$ cat src/hw/rtl/scfc_pkg.sv
`timescale 1ns / 1ps
// ----------------------------------------------------------------------------
// Sensor frame CRC check package
// Shared types, constants and the CRC-8 byte step for the frame checker.
// ----------------------------------------------------------------------------
package scfc_pkg;

	localparam logic [7:0] CRC_INIT     = 8'hFF;
	localparam logic [7:0] CRC_TOP_BIT  = 8'h80;
	localparam logic [7:0] POLY_RESET   = 8'h31;

	// Byte positions inside the six-byte frame.
	localparam logic [2:0] POS_W0_HI  = 3'd0;
	localparam logic [2:0] POS_W0_LO  = 3'd1;
	localparam logic [2:0] POS_W0_CRC = 3'd2;
	localparam logic [2:0] POS_W1_HI  = 3'd3;
	localparam logic [2:0] POS_W1_LO  = 3'd4;
	localparam logic [2:0] POS_W1_CRC = 3'd5;

	localparam logic [1:0] STATUS_OK        = 2'd0;
	localparam logic [1:0] STATUS_FIRST_BAD = 2'd1;
	localparam logic [1:0] STATUS_SECOND_BAD = 2'd2;

	typedef struct packed {
		logic [15:0] first_word;
		logic [15:0] second_word;
		logic [1:0]  frame_status;
	} result_t;

	// One byte of an MSB-first CRC-8 with implicit x^8 term.
	function automatic logic [7:0] crc_byte(input logic [7:0] crc,
	                                        input logic [7:0] data,
	                                        input logic [7:0] poly);
		logic [7:0] v;
		v = crc ^ data;
		for (int k = 0; k < 8; k++) begin
			if ((v & CRC_TOP_BIT) != 8'h00) begin
				v = {v[6:0], 1'b0} ^ poly;
			end else begin
				v = {v[6:0], 1'b0};
			end
		end
		return v;
	endfunction

endpackage

$ cat src/hw/rtl/scfc_in_if.sv
`timescale 1ns / 1ps
// ----------------------------------------------------------------------------
// Frame byte channel
// Valid/ready channel that carries one received frame byte per item.
// ----------------------------------------------------------------------------
interface scfc_in_if;
	logic       valid;
	logic       ready;
	logic [7:0] rx_byte;
	logic       frame_start;

	modport source (output valid, output rx_byte, output frame_start, input ready);
	modport sink   (input valid, input rx_byte, input frame_start, output ready);
endinterface

$ cat src/hw/rtl/scfc_out_if.sv
`timescale 1ns / 1ps
// ----------------------------------------------------------------------------
// Frame result channel
// Valid/ready channel that carries the checked words and the frame status.
// ----------------------------------------------------------------------------
interface scfc_out_if;
	logic        valid;
	logic        ready;
	logic [15:0] first_word;
	logic [15:0] second_word;
	logic [1:0]  frame_status;

	modport source (output valid, output first_word, output second_word,
	                output frame_status, input ready);
	modport sink   (input valid, input first_word, input second_word,
	                input frame_status, output ready);
endinterface

$ cat src/hw/rtl/scfc_frame_core.sv
`timescale 1ns / 1ps
// ----------------------------------------------------------------------------
// Frame checker core
// Holds the frame state and the polynomial register and processes one byte
// in each cycle in which step is high.
// ----------------------------------------------------------------------------
module scfc_frame_core (
	input  logic                  clk,
	input  logic                  arst_n,
	input  logic                  cfg_wr_en,
	input  logic [7:0]            cfg_wr_data,
	input  logic                  step,
	input  logic [7:0]            rx_byte,
	input  logic                  frame_start,
	output logic                  res_valid,
	output scfc_pkg::result_t     res
);

	logic [7:0]  crc_polynomial_q;
	logic [2:0]  byte_position_q, byte_position_d;
	logic [7:0]  crc_remainder_q, crc_remainder_d;
	logic [15:0] word_assembly_q, word_assembly_d;
	logic [15:0] pending_first_word_q, pending_first_word_d;
	logic        first_word_bad_q, first_word_bad_d;
	logic [15:0] good_first_word_q, good_first_word_d;
	logic [15:0] good_second_word_q, good_second_word_d;
	logic [2:0]  pos;
	logic [7:0]  crc_next;

	always_comb begin
		if (frame_start || (byte_position_q > scfc_pkg::POS_W1_CRC)) begin
			pos = scfc_pkg::POS_W0_HI;
		end else begin
			pos = byte_position_q;
		end
	end

	// Start bytes always seed from the init value; other bytes chain.
	assign crc_next = scfc_pkg::crc_byte(
		((pos == scfc_pkg::POS_W0_HI) || (pos == scfc_pkg::POS_W1_HI)) ?
			scfc_pkg::CRC_INIT : crc_remainder_q,
		rx_byte, crc_polynomial_q);

	always_comb begin
		byte_position_d      = 3'(pos + 3'd1);
		crc_remainder_d      = crc_remainder_q;
		word_assembly_d      = word_assembly_q;
		pending_first_word_d = pending_first_word_q;
		first_word_bad_d     = first_word_bad_q;
		good_first_word_d    = good_first_word_q;
		good_second_word_d   = good_second_word_q;
		res_valid            = 1'b0;
		res.frame_status     = scfc_pkg::STATUS_OK;
		case (pos) inside
			scfc_pkg::POS_W0_HI, scfc_pkg::POS_W1_HI: begin
				crc_remainder_d = crc_next;
				word_assembly_d = {rx_byte, 8'h00};
			end
			scfc_pkg::POS_W0_LO, scfc_pkg::POS_W1_LO: begin
				crc_remainder_d = crc_next;
				word_assembly_d = {word_assembly_q[15:8], rx_byte};
			end
			scfc_pkg::POS_W0_CRC: begin
				first_word_bad_d     = (crc_remainder_q != rx_byte);
				pending_first_word_d = word_assembly_q;
				crc_remainder_d      = scfc_pkg::CRC_INIT;
			end
			scfc_pkg::POS_W1_CRC: begin
				res_valid       = 1'b1;
				byte_position_d = scfc_pkg::POS_W0_HI;
				crc_remainder_d = scfc_pkg::CRC_INIT;
				if (first_word_bad_q) begin
					res.frame_status = scfc_pkg::STATUS_FIRST_BAD;
				end else if (crc_remainder_q != rx_byte) begin
					res.frame_status = scfc_pkg::STATUS_SECOND_BAD;
				end else begin
					good_first_word_d  = pending_first_word_q;
					good_second_word_d = word_assembly_q;
				end
			end
			default: begin
				byte_position_d = byte_position_q;
			end
		endcase
		res.first_word  = good_first_word_d;
		res.second_word = good_second_word_d;
	end

	always_ff @(posedge clk or negedge arst_n) begin
		if (!arst_n) begin
			crc_polynomial_q     <= scfc_pkg::POLY_RESET;
			byte_position_q      <= scfc_pkg::POS_W0_HI;
			crc_remainder_q      <= scfc_pkg::CRC_INIT;
			word_assembly_q      <= 16'h0000;
			pending_first_word_q <= 16'h0000;
			first_word_bad_q     <= 1'b0;
			good_first_word_q    <= 16'h0000;
			good_second_word_q   <= 16'h0000;
		end else begin
			if (cfg_wr_en) begin
				crc_polynomial_q <= cfg_wr_data;
			end
			if (step) begin
				byte_position_q      <= byte_position_d;
				crc_remainder_q      <= crc_remainder_d;
				word_assembly_q      <= word_assembly_d;
				pending_first_word_q <= pending_first_word_d;
				first_word_bad_q     <= first_word_bad_d;
				good_first_word_q    <= good_first_word_d;
				good_second_word_q   <= good_second_word_d;
			end
		end
	end

endmodule

$ cat src/hw/rtl/sensor_frame_crc_check_unit.sv
`timescale 1ns / 1ps
// ----------------------------------------------------------------------------
// Sensor frame CRC check unit
// Checks six-byte measurement frames (two words, each with a CRC-8 byte) and
// reports the latest good words with a status once per frame.
// ----------------------------------------------------------------------------
// Usage: frame bytes enter on the rx channel, one byte per item, with
// frame_start marking the first byte of a frame. A start mark drops any
// partial frame; without marks the bytes run on and wrap after six.
// On the sixth byte of a frame one item leaves on the res channel with the
// latest good first and second word and the frame status (ok, first word
// CRC bad, second word CRC bad). Stored words change only when both CRCs
// match, so a bad frame repeats the previous good pair.
// The polynomial is to be written through cfg_wr_en/cfg_wr_data while idle,
// which the block itself does not enforce. The sixth byte passes the input
// register and then the result register before res.valid rises; the single
// input register accepts one byte per cycle unless a waiting result stalls.
// Reset clears the frame position, sets the CRC to its init value, clears the
// stored words and loads polynomial 0x31. When the receiver stalls with a
// result waiting, the input register still takes one more byte, then holds
// it and drops rx.ready until the result is taken.
// ----------------------------------------------------------------------------
module sensor_frame_crc_check_unit (
	input  logic       clk,
	input  logic       arst_n,
	input  logic       cfg_wr_en,
	input  logic [7:0] cfg_wr_data,
	scfc_in_if.sink    rx,
	scfc_out_if.source res
);

	// Input register stage.
	logic       valid_s1;
	logic [7:0] rx_byte_s1;
	logic       frame_start_s1;

	// Result register.
	logic              res_valid_q;
	scfc_pkg::result_t res_q;

	logic              advance;
	logic              core_valid;
	scfc_pkg::result_t core_res;

	// The stage moves on when the result register is free or is being
	// emptied this cycle, so a new result never overwrites one that waits.
	assign advance  = valid_s1 && (!res_valid_q || res.ready);
	assign rx.ready = !valid_s1 || advance;

	always_ff @(posedge clk or negedge arst_n) begin
		if (!arst_n) begin
			valid_s1 <= 1'b0;
		end else if (rx.valid && rx.ready) begin
			valid_s1 <= 1'b1;
		end else if (advance) begin
			valid_s1 <= 1'b0;
		end
	end

	always_ff @(posedge clk) begin
		if (rx.valid && rx.ready) begin
			rx_byte_s1     <= rx.rx_byte;
			frame_start_s1 <= rx.frame_start;
		end
	end

	scfc_frame_core u_core (
		.clk         (clk),
		.arst_n      (arst_n),
		.cfg_wr_en   (cfg_wr_en),
		.cfg_wr_data (cfg_wr_data),
		.step        (advance),
		.rx_byte     (rx_byte_s1),
		.frame_start (frame_start_s1),
		.res_valid   (core_valid),
		.res         (core_res)
	);

	// A new result takes priority over clearing the one just taken.
	always_ff @(posedge clk or negedge arst_n) begin
		if (!arst_n) begin
			res_valid_q <= 1'b0;
		end else if (advance && core_valid) begin
			res_valid_q <= 1'b1;
		end else if (res.ready) begin
			res_valid_q <= 1'b0;
		end
	end

	always_ff @(posedge clk) begin
		if (advance && core_valid) begin
			res_q <= core_res;
		end
	end

	assign res.valid        = res_valid_q;
	assign res.first_word   = res_q.first_word;
	assign res.second_word  = res_q.second_word;
	assign res.frame_status = res_q.frame_status;

endmodule
$ cat src/flat_wrapper.sv
// flat-port wrapper written by rule: the top's interface ports become plain ports
module sensor_frame_crc_check_unit_flat 
  (clk, arst_n, cfg_wr_en, cfg_wr_data, rx_valid, rx_rx_byte, rx_frame_start, rx_ready, res_valid, res_first_word, res_second_word, res_frame_status, res_ready);
  scfc_in_if rx_i ();
  scfc_out_if res_i ();
  input  logic clk;
  input  logic arst_n;
  input  logic cfg_wr_en;
  input  logic [7:0] cfg_wr_data;
  input wire logic [$bits(rx_i.valid)-1:0] rx_valid;
  input wire logic [$bits(rx_i.rx_byte)-1:0] rx_rx_byte;
  input wire logic [$bits(rx_i.frame_start)-1:0] rx_frame_start;
  output wire logic [$bits(rx_i.ready)-1:0] rx_ready;
  output wire logic [$bits(res_i.valid)-1:0] res_valid;
  output wire logic [$bits(res_i.first_word)-1:0] res_first_word;
  output wire logic [$bits(res_i.second_word)-1:0] res_second_word;
  output wire logic [$bits(res_i.frame_status)-1:0] res_frame_status;
  input wire logic [$bits(res_i.ready)-1:0] res_ready;
  assign rx_i.valid = rx_valid;
  assign rx_i.rx_byte = rx_rx_byte;
  assign rx_i.frame_start = rx_frame_start;
  assign rx_ready = rx_i.ready;
  assign res_valid = res_i.valid;
  assign res_first_word = res_i.first_word;
  assign res_second_word = res_i.second_word;
  assign res_frame_status = res_i.frame_status;
  assign res_i.ready = res_ready;
  sensor_frame_crc_check_unit u_core (.clk(clk), .arst_n(arst_n), .cfg_wr_en(cfg_wr_en), .cfg_wr_data(cfg_wr_data), .rx(rx_i), .res(res_i));
endmodule
$ cat config.mk
export PLATFORM = sky130hd
export DESIGN_NAME = sensor_frame_crc_check_unit_flat
export DESIGN_NICKNAME = d
export VERILOG_FILES = /design/src/hw/rtl/scfc_pkg.sv /design/src/hw/rtl/scfc_in_if.sv /design/src/hw/rtl/scfc_out_if.sv /design/src/hw/rtl/scfc_frame_core.sv /design/src/hw/rtl/sensor_frame_crc_check_unit.sv /design/src/flat_wrapper.sv
export SDC_FILE = /design/constraint.sdc
export NUM_CORES = 1
export LEC_CHECK = 0
export ABC_AREA = 1
export BUFFER_PORTS_ARGS = -buffer_cell sky130_fd_sc_hd__clkbuf_2
export CORE_MARGIN = 4
export CORE_UTILIZATION = 30
export CTS_BUF_LIST = sky130_fd_sc_hd__clkbuf_2
export DETAILED_ROUTE_END_ITERATION = 8
export PLACE_DENSITY = 0.48
export SETUP_SLACK_MARGIN = 0.1
export SLEW_MARGIN = 20
export SYNTH_ARGS = -nofsm -noshare
export SYNTH_HDL_FRONTEND = slang
export SYNTH_SLANG_ARGS = --single-unit
$ cat constraint.sdc
create_clock -name clk -period 3.7 [get_ports clk]
set_input_delay 0.74 -clock clk [delete_from_list [all_inputs] [get_ports clk]]
set_output_delay 0.74 -clock clk [all_outputs]
set_load 0.02 [all_outputs]
* Yosys cells after proc, flatten, opt, wreduce, memory -nomap -nowiden
Index checks and enable logic that the tools add are counted.
** Storage, ports and cells
- Input port bits :: 22
- Logic and storage cells :: 101
- Register bits :: 129
- Output and inout bits :: 36
** Operators by class
- Multiplexer cells :: 42
- Order comparisons :: 1
- Reduce and logical (&&, ||, !) cells :: 22
- Equal/unequal tests :: 6
- Add/subtract/negate cells :: 1
- Bitwise logic cells :: 12
** Operators by type and width (count)
- 2-to-1 mux 16 bit :: 13
- 2-to-1 mux 8 bit :: 14
- bitwise XOR 8 bit :: 9
- 2-to-1 mux 3 bit :: 5
- 2-to-1 mux 1 bit :: 9
- != test 8 bit :: 1
- OR reduction 7 bit :: 1
- == test 3 x 2 -> 1 bit, second input constant :: 2
- == test 3 bit, second input constant :: 2
- AND reduction 2 bit :: 3
- nonzero test 2 bit :: 3
- OR reduction 6 bit :: 1
- logical OR 1 bit :: 4
- AND reduction 4 bit :: 1
- nonzero test 4 bit :: 1
- OR reduction 2 bit :: 2
- adder 3 x 1 -> 3 bit, second input constant :: 1
- == test 3 x 1 -> 1 bit, second input constant :: 1
- > comparator 3 bit, second input constant :: 1
- logical AND 1 bit :: 3
- logical NOT 3 bit :: 1
- NOT 1 bit :: 3
- logical NOT 1 bit :: 2
- 2-to-1 mux 2 bit :: 1

* Longest topological paths before layout
Gate-level depths: netlist (run 1).
- Depth in word-level cells :: 25
- Gate-level depth with buffers :: 37
- Depth with buffers taken out :: 35

* Hierarchy
A second synthesis (run 1) with hierarchy kept.
** Second synthesis, totals
- Cell total of the unflattened synthesis :: 791
- Area, all modules :: 6627.6 µm²
** By module, submodules not included
- scfc_frame_core :: area an instance 5230.0 µm², instances 1, cells each 733, sequential area each 2115.8 µm²
- sensor_frame_crc_check_unit :: area an instance 1397.6 µm², instances 1, cells each 58, sequential area each 1341.3 µm²

* Worst setup path after synthesis (run 1)
Ideal clock, no wire load.
- Kind :: reg-to-reg
- From :: register u_core.u_core.byte_position_q[2]
- To :: register u_core.u_core.crc_remainder_q[3]
- Library setup time :: 0.067 ns
- Required time :: 3.633 ns
- Path buffers :: 2
- Arrival :: 3.505 ns
- Path slack :: 0.128 ns
- Stages on the path, launching flop included :: 34
- Clock period less this slack :: 3.572 ns
- Cells stage by stage :: dfrtp_1 -> a21oi_1 -> inv_1 -> nor2_1 -> ha_1 -> ha_1 -> inv_1 -> nand2_4 -> nand2_1 -> nand2_2 -> nand3_2 -> nand2_4 -> nand2_1 -> nand2_2 -> nand2_2 -> nor2_1 -> nand2_1 -> nand2_2 -> nand2_1 -> nand2_2 -> nand2_1 -> nor2_1 -> nand2_2 -> nand2_2 -> buf_6 -> nand2_2 -> nand2_1 -> nand2_1 -> nand2_1 -> nand2_4 -> buf_6 -> a21oi_1 -> nor2_1 -> nor2_1
** On the way
- Word-level cells in the longest chain between the ends :: 24
- Elaborated cells between the ends (all ways) :: 35
- Classes of those cells :: order compare (1); eq/ne (5); mux (13); bitwise (9); reduce/logical (7)
** RTL lines
- start: declaration :: RTL line scfc_frame_core.sv:20 : logic [2:0] byte_position_q, byte_position_d;
- start signal: assignment :: RTL line scfc_frame_core.sv:92 : byte_position_q <= scfc_pkg::POS_W0_HI;
- start signal: assignment :: RTL line scfc_frame_core.sv:104 : byte_position_q <= byte_position_d;
- > comparator 3 bit :: RTL line scfc_frame_core.sv:31 : if (frame_start || (byte_position_q > scfc_pkg::POS_W1_CRC)) begin
- logical OR 1 bit :: RTL line scfc_frame_core.sv:31
- 2-to-1 mux 3 bit * :: RTL line scfc_frame_core.sv:31
- == test 3 x 2 -> 1 bit or logical NOT 3 bit (tied branches) :: RTL line scfc_frame_core.sv:40 : ((pos == scfc_pkg::POS_W0_HI) || (pos == scfc_pkg::POS_W1_HI)) ?
- logical OR 1 bit :: RTL line scfc_frame_core.sv:40
- 2-to-1 mux 8 bit :: RTL line scfc_frame_core.sv:40
- bitwise XOR 8 bit :: RTL line scfc_pkg.sv:35 : v = crc ^ data;
- bitwise XOR 8 bit :: RTL line scfc_pkg.sv:38 : v = {v[6:0], 1'b0} ^ poly;
- (+7 left out)
- 2-to-1 mux 8 bit or bitwise XOR 8 bit (tied branches) :: RTL line scfc_pkg.sv:37, scfc_pkg.sv:38
- bitwise XOR 8 bit or 2-to-1 mux 8 bit (tied branches) :: RTL line scfc_pkg.sv:38, scfc_pkg.sv:37
- 2-to-1 mux 8 bit or bitwise XOR 8 bit (tied branches) :: RTL line scfc_pkg.sv:37, scfc_pkg.sv:38
- bitwise XOR 8 bit or 2-to-1 mux 8 bit (tied branches) :: RTL line scfc_pkg.sv:38, scfc_pkg.sv:37
- 2-to-1 mux 8 bit or bitwise XOR 8 bit (tied branches) :: RTL line scfc_pkg.sv:37, scfc_pkg.sv:38
- bitwise XOR 8 bit or 2-to-1 mux 8 bit (tied branches) :: RTL line scfc_pkg.sv:38, scfc_pkg.sv:37
- 2-to-1 mux 8 bit :: RTL line scfc_pkg.sv:37 : if ((v & CRC_TOP_BIT) != 8'h00) begin
- 2-to-1 mux 8 bit (2 in series) :: RTL line scfc_frame_core.sv:54 : case (pos) inside
- end signal: assignment :: RTL line scfc_frame_core.sv:93 : crc_remainder_q <= scfc_pkg::CRC_INIT;
- end signal: assignment :: RTL line scfc_frame_core.sv:105 : crc_remainder_q <= crc_remainder_d;
- end: declaration :: RTL line scfc_frame_core.sv:21 : logic [7:0] crc_remainder_q, crc_remainder_d;
Every way passes the cells marked *; elsewhere a longest branch is shown, timed or not.
A chain may end at the register's enable or synchronous reset.

* Worst setup path after layout (run 1)
- From :: register u_core.frame_start_s1
- To :: register u_core.u_core.crc_remainder_q[2]
** On the way
- Word-level cells in the longest chain between the ends :: 23
- Elaborated cells between the ends (all ways) :: 34
- Classes of those cells :: eq/ne (5); mux (13); bitwise (9); reduce/logical (7)
** RTL lines
- start: declaration :: RTL line sensor_frame_crc_check_unit.sv:35 : logic frame_start_s1;
- start signal: assignment :: RTL line sensor_frame_crc_check_unit.sv:63 : frame_start_s1 <= rx.frame_start;
- logical OR 1 bit * :: RTL line scfc_frame_core.sv:31
- 2-to-1 mux 3 bit * :: RTL line scfc_frame_core.sv:31
- == test 3 x 2 -> 1 bit or logical NOT 3 bit (tied branches) :: RTL line scfc_frame_core.sv:40
- logical OR 1 bit :: RTL line scfc_frame_core.sv:40
- 2-to-1 mux 8 bit :: RTL line scfc_frame_core.sv:40
- bitwise XOR 8 bit :: RTL line scfc_pkg.sv:35
- bitwise XOR 8 bit :: RTL line scfc_pkg.sv:38
- 2-to-1 mux 8 bit :: RTL line scfc_pkg.sv:37
- (+6 left out)
- bitwise XOR 8 bit :: RTL line scfc_pkg.sv:38
- 2-to-1 mux 8 bit :: RTL line scfc_pkg.sv:37
- 2-to-1 mux 8 bit or bitwise XOR 8 bit (tied branches) :: RTL line scfc_pkg.sv:37, scfc_pkg.sv:38
- bitwise XOR 8 bit or 2-to-1 mux 8 bit (tied branches) :: RTL line scfc_pkg.sv:38, scfc_pkg.sv:37
- 2-to-1 mux 8 bit or bitwise XOR 8 bit (tied branches) :: RTL line scfc_pkg.sv:37, scfc_pkg.sv:38
- bitwise XOR 8 bit or 2-to-1 mux 8 bit (tied branches) :: RTL line scfc_pkg.sv:38, scfc_pkg.sv:37
- 2-to-1 mux 8 bit :: RTL line scfc_pkg.sv:37
- 2-to-1 mux 8 bit (2 in series) :: RTL line scfc_frame_core.sv:54
Marked as above.

==> metrics.yaml, run 1 <==
status: "finished clean"
yosysWarnings: 0
netSwitchingFraction_pct: 47.0
placed_area_um2: 7450
grt-ovfl-total: 0
yosysSeqAreaShare_pct: 52.5
synthFlopType: "dfrtp_1"
postCtsHoldBufs: 0
fp-row-count: 53
reg2reg_slack_ns: 0.08
first_global_vias: 5110
power.switching_mw: 3.66
period_share_pct: 97.8
track_usage_pct: 14.2
avgSynthCellArea_um2: 8.42
synth_seq_cells: 129
drcViolationCount: 0
antenna_found_initial: 1
clockBufferDepth: 2
routed_via_density: 4.55
rsz0062_at_grt: "yes"
dieArea_um2: 24400
ios: 58
pwr-share-comb_pct: 64.4
clock_power_share_pct: 10.8
critPathSlowestCell: "edfxtp_1"
maxCapViolCount: 0
r2r.worst_path.cells: 31
dr_total_vias: 5378
reg2reg_to: "u_core.u_core.crc_remainder_q[2]"
yosys-top-cells-count: "nand2_1 (255), dfrtp_1 (75), nand3_1 (74)"
r2r_start: "u_core.frame_start_s1"
design_area_um2: 8490
start_util_pct: 30.9
route.antenna.remaining_nets: 0
grt_max_degree: 54
fin_crit_ns: 3.62
maxSlewViolCount: 0
portBuffers: 57
fmax_mhz: 276
die_y_um: 156
hold_class: "in -> async"
cts_tree: "done"
post_drt_wl_per_cell_um: 14.3
insertion_delay_ns: 0.72
peakVddDrop_mv: 0.519
setup.worst_path.end: "u_core.u_core.crc_remainder_q[2]"
layout-drive-gt1-share_pct: 33.7
drt_wl_total_um: 16900
async_flop_share_pct: 66.7
synth_edf_count: 43
nNetsFinal: 919
worstPathMaxFanout: 6
cellPowerDensity_nw_per_um2: 916
cts_root_buf: "clkbuf_2"
p_total_mw: 7.77
tns_ns: 0
die_w_um: 156
timing.critical_path.mode_cell: "nand2_2"
startpoint: "u_core.frame_start_s1"
cp.required_ns: 4.35
synth.top_cells.by_area: "dfrtp_1 (29%), edfxtp_1 (20%), nand2_1 (15%)"
path_delay_family: "simple AND/OR/NAND/NOR gates"
area_growth_pct: 28.9
clock_skew_ns: 0.0344
p_leak_nw: 3.90
finalSetupViolCount: 0
critPathKind: "reg -> reg"
synth_cells: 782
maxSlewHeadroom_pct: 51.6
start_kind: "flop"
power.internal_mw: 4.12
sequentialPowerShare_pct: 24.9
worst_slew_pin_slew_ns: 0.726
grt_first_pass_wirelength_um: 27400
syn_nets: 809
first_pass_iters: 4
place_congestion: 0.823
cts.clk_slew.worst_paths_ns: 0.22
max_stage_delay_ns: 0.47
hpwlAfterDp_um: 12000
synthesis.area_um2: 6580
cts_max_level: 4
crit_cells: 31
yosysMostFrequentCell: "nand2_1"
hold_viol: 0
arrival_ns: 4.27
yosysTopAreaCell: "dfrtp_1"
cts_sinks: 129
crit_buf_inv: 7
synth.distinct_cells: 34
synth_top_area_share_pct: 28.5
drt_iter0_drc: 332
endpoint_kind: "flop"
core-area_um2: 21300
cts_made_buffers: 17
final cells by class:
type | instances | area [um^2]
antenna | 1 | 2.50
timing repair buffer | 122 | 862
clock buffer | 18 | 90.1
tap | 275 | 344
sequential | 129 | 3460
fill | 2170 | 12800
clock inverter | 14 | 133
inverter | 72 | 278
multi-input combinational | 550 | 3320
repair_timing:
action	4_1_cts	5_1_grt
buffers inserted	12	4
resized for setup	76	90
pin swaps	43	75
endpoints found under the setup margin	8	8
gates cloned	2	0
state kept, by name (all words and copies together), names as in the netlist:
signal and cells:
u_core.res.first_word 16, u_core.res.second_word 16, u_core.u_core.good_first_word_q 16, u_core.u_core.good_second_word_q 16
u_core.u_core.pending_first_word_q 16, u_core.u_core.word_assembly_q 16, u_core.rx_byte_s1 8, u_core.u_core.crc_polynomial_q 8
u_core.u_core.crc_remainder_q 8, u_core.u_core.byte_position_q 3, u_core.res.frame_status 2, u_core.frame_start_s1 1
u_core.res.valid 1, u_core.u_core.first_word_bad_q 1, u_core.valid_s1 1
metrics by stage:
stage,cells,utilization [%],hold slack (ns),worst slack [ns]
finish,1181,39.9,0.0380,0.0826
floorplan,782,-,0.444,0.128
global placement,1130,35.0,0.461,-0.0262
CTS,1176,38.1,0.000564,0.0441
detailed placement,1130,35.0,0.465,-0.159
global route,1181,39.9,0.00484,-0.188
worst min path at each step:
| stage | start | to | cells past startpoint |
|---|---|---|---|
| after floorplan | arst_n | u_core.res.valid | 0 |
| after global placement | u_core.u_core.good_second_word_q[15] | u_core.u_core.good_second_word_q[15] | 2 |
| after detailed placement | u_core.u_core.good_second_word_q[13] | u_core.u_core.good_second_word_q[13] | 2 |
| after CTS | arst_n | u_core.u_core.byte_position_q[1] | 1 |
| after global routing | arst_n | u_core.u_core.byte_position_q[1] | 1 |
| final | arst_n | u_core.u_core.byte_position_q[1] | 1 |
kinds of logic (layout without fill, tap and decap cells):
group                    Yosys count  in the layout  share of synthesized area, %
AO/OA/AOI/OAI                     94             94                          7.72
XOR/XNOR                          35             35                          4.77
multiplexers                       1              1                         0.152
AND/OR/NAND/NOR                  413            415                          27.2
flip-flops                       129            129                          52.5
buffers and inverters            105            226                          6.67
other                              0              1                             0
adder cells (fa/ha/maj)            5              5                         0.950
power groups by stage:
stage | registers [mW] | clock network [mW] | logic (mW)
global route | 1.97 | 0.939 | 5.52
floorplan | 1.91 | 0 | 2.66
finish | 1.93 | 0.837 | 5.00
detailed placement | 1.96 | 0 | 3.60
CTS | 1.94 | 0.876 | 4.29
global placement | 1.96 | 0 | 3.57
per-layer routing:
metal	global-route usage [%]	up-vias	routed length [um]
li1	-	2744	-
met1	19.6	2522	7920
met2	22.8	90	8080
met3	2.47	22	651
met4	4.55	0	286
met5	0	-	0
cell usage in the layout (no fill, tap or decap), drive strengths merged, types with 5 or more instances in the layout:
cell type    n
ha           5
o21ai       71
clkbuf      74
dfrtp       75
or2          6
edfxtp      43
nand2      276
xor2        21
nand3       78
buf         66
inv         75
nor2        48
a21oi        5
clkinv       7
xnor2       14
dfstp       11
a31oi       16
(Power assumes the default switching activity.)
==> run 2: changes to the inputs <==
REMOVE_ABC_BUFFERS = 1   (was unset)
SKIP_LAST_GASP = 1   (was unset)
SLEW_MARGIN = unset   (was 20)
==> metrics.yaml, run 2 (synthesized netlist as in run 1, its figures left out) <==
status: "finished clean"  # unchanged
cts_root_buf: "clkbuf_2"  # unchanged
core-area_um2: 21300  # unchanged
peakVddDrop_mv: 0.567  # was 0.519 mV
fp-row-count: 53  # unchanged
setup_slack_ns: 0.0482  # was 0.0826 ns
drt_iter0_drc: 318  # was 332
p_total_mw: 7.37  # was 7.77 mW
critPathKind: "reg -> reg"  # unchanged
hold_class: "in -> async"  # unchanged
cts_made_buffers: 17  # unchanged
mostFrequentLayoutCells: "nand2_1 (234), dfrtp_1 (75), clkbuf_2 (74)"  # was nand2_1 (218), dfrtp_1 (75), clkbuf_2 (74)
endpoint_kind: "flop"  # unchanged
grt-ovfl-total: 0  # unchanged
cp.required_ns: 4.35  # about the same
track_usage_pct: 13.4  # was 14.2%
p_leak_nw: 3.83  # was 3.90 nW
post_drt_wl_per_cell_um: 13.8  # was 14.3 um
worstPathMaxFanout: 11  # was 6
dieArea_um2: 24400  # unchanged
insertion_delay_ns: 0.71  # was 0.72 ns
maxSlewViolCount: 0  # unchanged
antenna_found_initial: 1  # unchanged
drcViolationCount: 0  # unchanged
tns_ns: 0  # unchanged
drt_wl_total_um: 16200  # was 16900 um
hpwlAfterDp_um: 10900  # was 12000 um
holdWs_ns: 0.164  # was 0.0380 ns
clockBufferDepth: 2  # unchanged
worst_slew_pin_slew_ns: 1.04  # was 0.726 ns
place_ws_ns: -0.123  # was -0.159 ns
portBuffers: 57  # unchanged
dr_total_vias: 5330  # was 5378
design_area_um2: 8220  # was 8490 um^2
area_growth_pct: 24.9  # was 28.9%
period_share_pct: 98.7  # was 97.8%
fmax_mhz: 274  # was 276 MHz
finalSetupViolCount: 0  # unchanged
nNetsFinal: 916  # was 919
start_util_pct: 30.9  # unchanged
postCtsHoldBufs: 0  # unchanged
routed_via_density: 4.52  # was 4.55
die_w_um: 156  # unchanged
rsz0062_at_grt: "yes"  # unchanged
cts.clk_slew.worst_paths_ns: 0.26  # was 0.22 ns
fillers: 2144  # was 2170
cts_max_level: 4  # unchanged
first_global_vias: 5034  # was 5110
placed_area_um2: 7440  # was 7450 um^2
layout-drive-gt1-share_pct: 29.4  # was 33.7%
final_util_pct: 38.6  # was 39.9%
first_pass_iters: 5  # was 4
clock_power_share_pct: 12.5  # was 10.8%
grt_max_degree: 80  # was 54
cts_tree: "done"  # unchanged
maxCapViolCount: 0  # unchanged
pwr-share-comb_pct: 61.1  # was 64.4%
cts_sinks: 129  # unchanged
route.antenna.remaining_nets: 0  # unchanged
cellPowerDensity_nw_per_um2: 897  # was 916 nW/um^2
grt_first_pass_wirelength_um: 26000  # was 27400 um
sequentialPowerShare_pct: 26.4  # was 24.9%
instances_no_fill: 1178  # was 1181
place_congestion: 0.813  # was 0.823
start_kind: "flop"  # unchanged
hold_viol: 0  # unchanged
dp.cells: 1128  # was 1130
clock_skew_ns: 0.0562  # was 0.0344 ns
ios: 58  # unchanged
maxSlewHeadroom_pct: 30.8  # was 51.6%
arrival_ns: 4.30  # was 4.27 ns
netSwitchingFraction_pct: 46.9  # was 47.0%
power.switching_mw: 3.46  # was 3.66 mW
final_common_cell: "nand2_1"  # unchanged
multi_input_area_um2: 3100  # was 3320 um^2
seq_area_um2: 3460  # unchanged
power.internal_mw: 3.92  # was 4.12 mW
die_y_um: 156  # unchanged
fin_crit_ns: 3.65  # was 3.62 ns
==> run 2: cell types whose count changed in the layout (fill, tap and decap cells not counted), sizes merged <==
cell      delta
buf          -3
inv          +3
clkinvlp     -1
clkinv       -2
==> run 2: repair_timing <==
item / CTS / global route
cloned: 2 / 0
gates resized for setup: 40 / 57
pin swaps: 31 / 47
endpoints found under the setup margin: 8 / 8
endpoints found under the hold margin: 0 / 0
buffers inserted: 8 / 8
==> run 2: worst paths after layout <==
kind | start | end | slack (ns) | cells after the start
setup / recovery | u_core.u_core.byte_position_q[2] | u_core.u_core.crc_remainder_q[1] | 0.05 | 27
hold / removal | arst_n | u_core.u_core.good_first_word_q[15] | 0.16 | 1
setup reg to reg | u_core.u_core.byte_position_q[2] | u_core.u_core.crc_remainder_q[1] | 0.05 | 27
hold reg to reg | u_core.u_core.good_second_word_q[13] | u_core.u_core.good_second_word_q[13] | 0.51 | 2
max in group asynchronous | arst_n | u_core.u_core.crc_remainder_q[6] | 2.71 | 2
min in group clk | rx_rx_byte[6] | u_core.rx_byte_s1[6] | 0.18 | 1
==> run 2: worst max-delay path, cell delays in order (launching register included) <==
cell     delay [ns]
dfrtp_1        0.44
a21oi_2        0.17
inv_2          0.08
nor2_4         0.13
inv_1          0.10
ha_4           0.19
nand2_8        0.11
nand2_8        0.08
buf_12         0.15
o21ai_4        0.18
xor2_4         0.19
xor2_1         0.16
nand2_1        0.08
nand2_2        0.10
buf_12         0.12
nand3_4        0.10
buf_4          0.15
nand3_1        0.11
xor2_1         0.19
nand3_1        0.11
nand2_2        0.11
inv_2          0.05
nand2_4        0.11
buf_4          0.12
nand3_1        0.08
nand3_1        0.10
nand2_1        0.05
nand2_1        0.07
==> run 2: final cells by class <==
class / instances / share of cell area, %
flip-flops and latches: 129 / 42.0
multi-input cells: 550 / 37.7
repair buffers: 119 / 9.80
well taps: 275 / 4.18
inverters: 72 / 3.35
clock inverters: 14 / 1.78
clock buffers: 18 / 1.10
diodes: 1 / 0.0304
==> run 2: per-layer routing <==
metal / track usage, % / routed length, um
met4: 4.30 / 298
met2: 21.1 / 7280
met1: 18.9 / 8130
met3: 2.16 / 518
met5: 0 / 0
==> run 2: power by group through the flow <==
stage | sequential (mW) | combinational (mW) | clock, mW
after floorplan | 1.93 | 2.47 | 0
after global placement | 1.97 | 3.47 | 0
after detailed placement | 1.98 | 3.47 | 0
after CTS | 1.95 | 3.91 | 0.951
after global routing | 1.98 | 4.98 | 1.01
final | 1.95 | 4.50 | 0.920
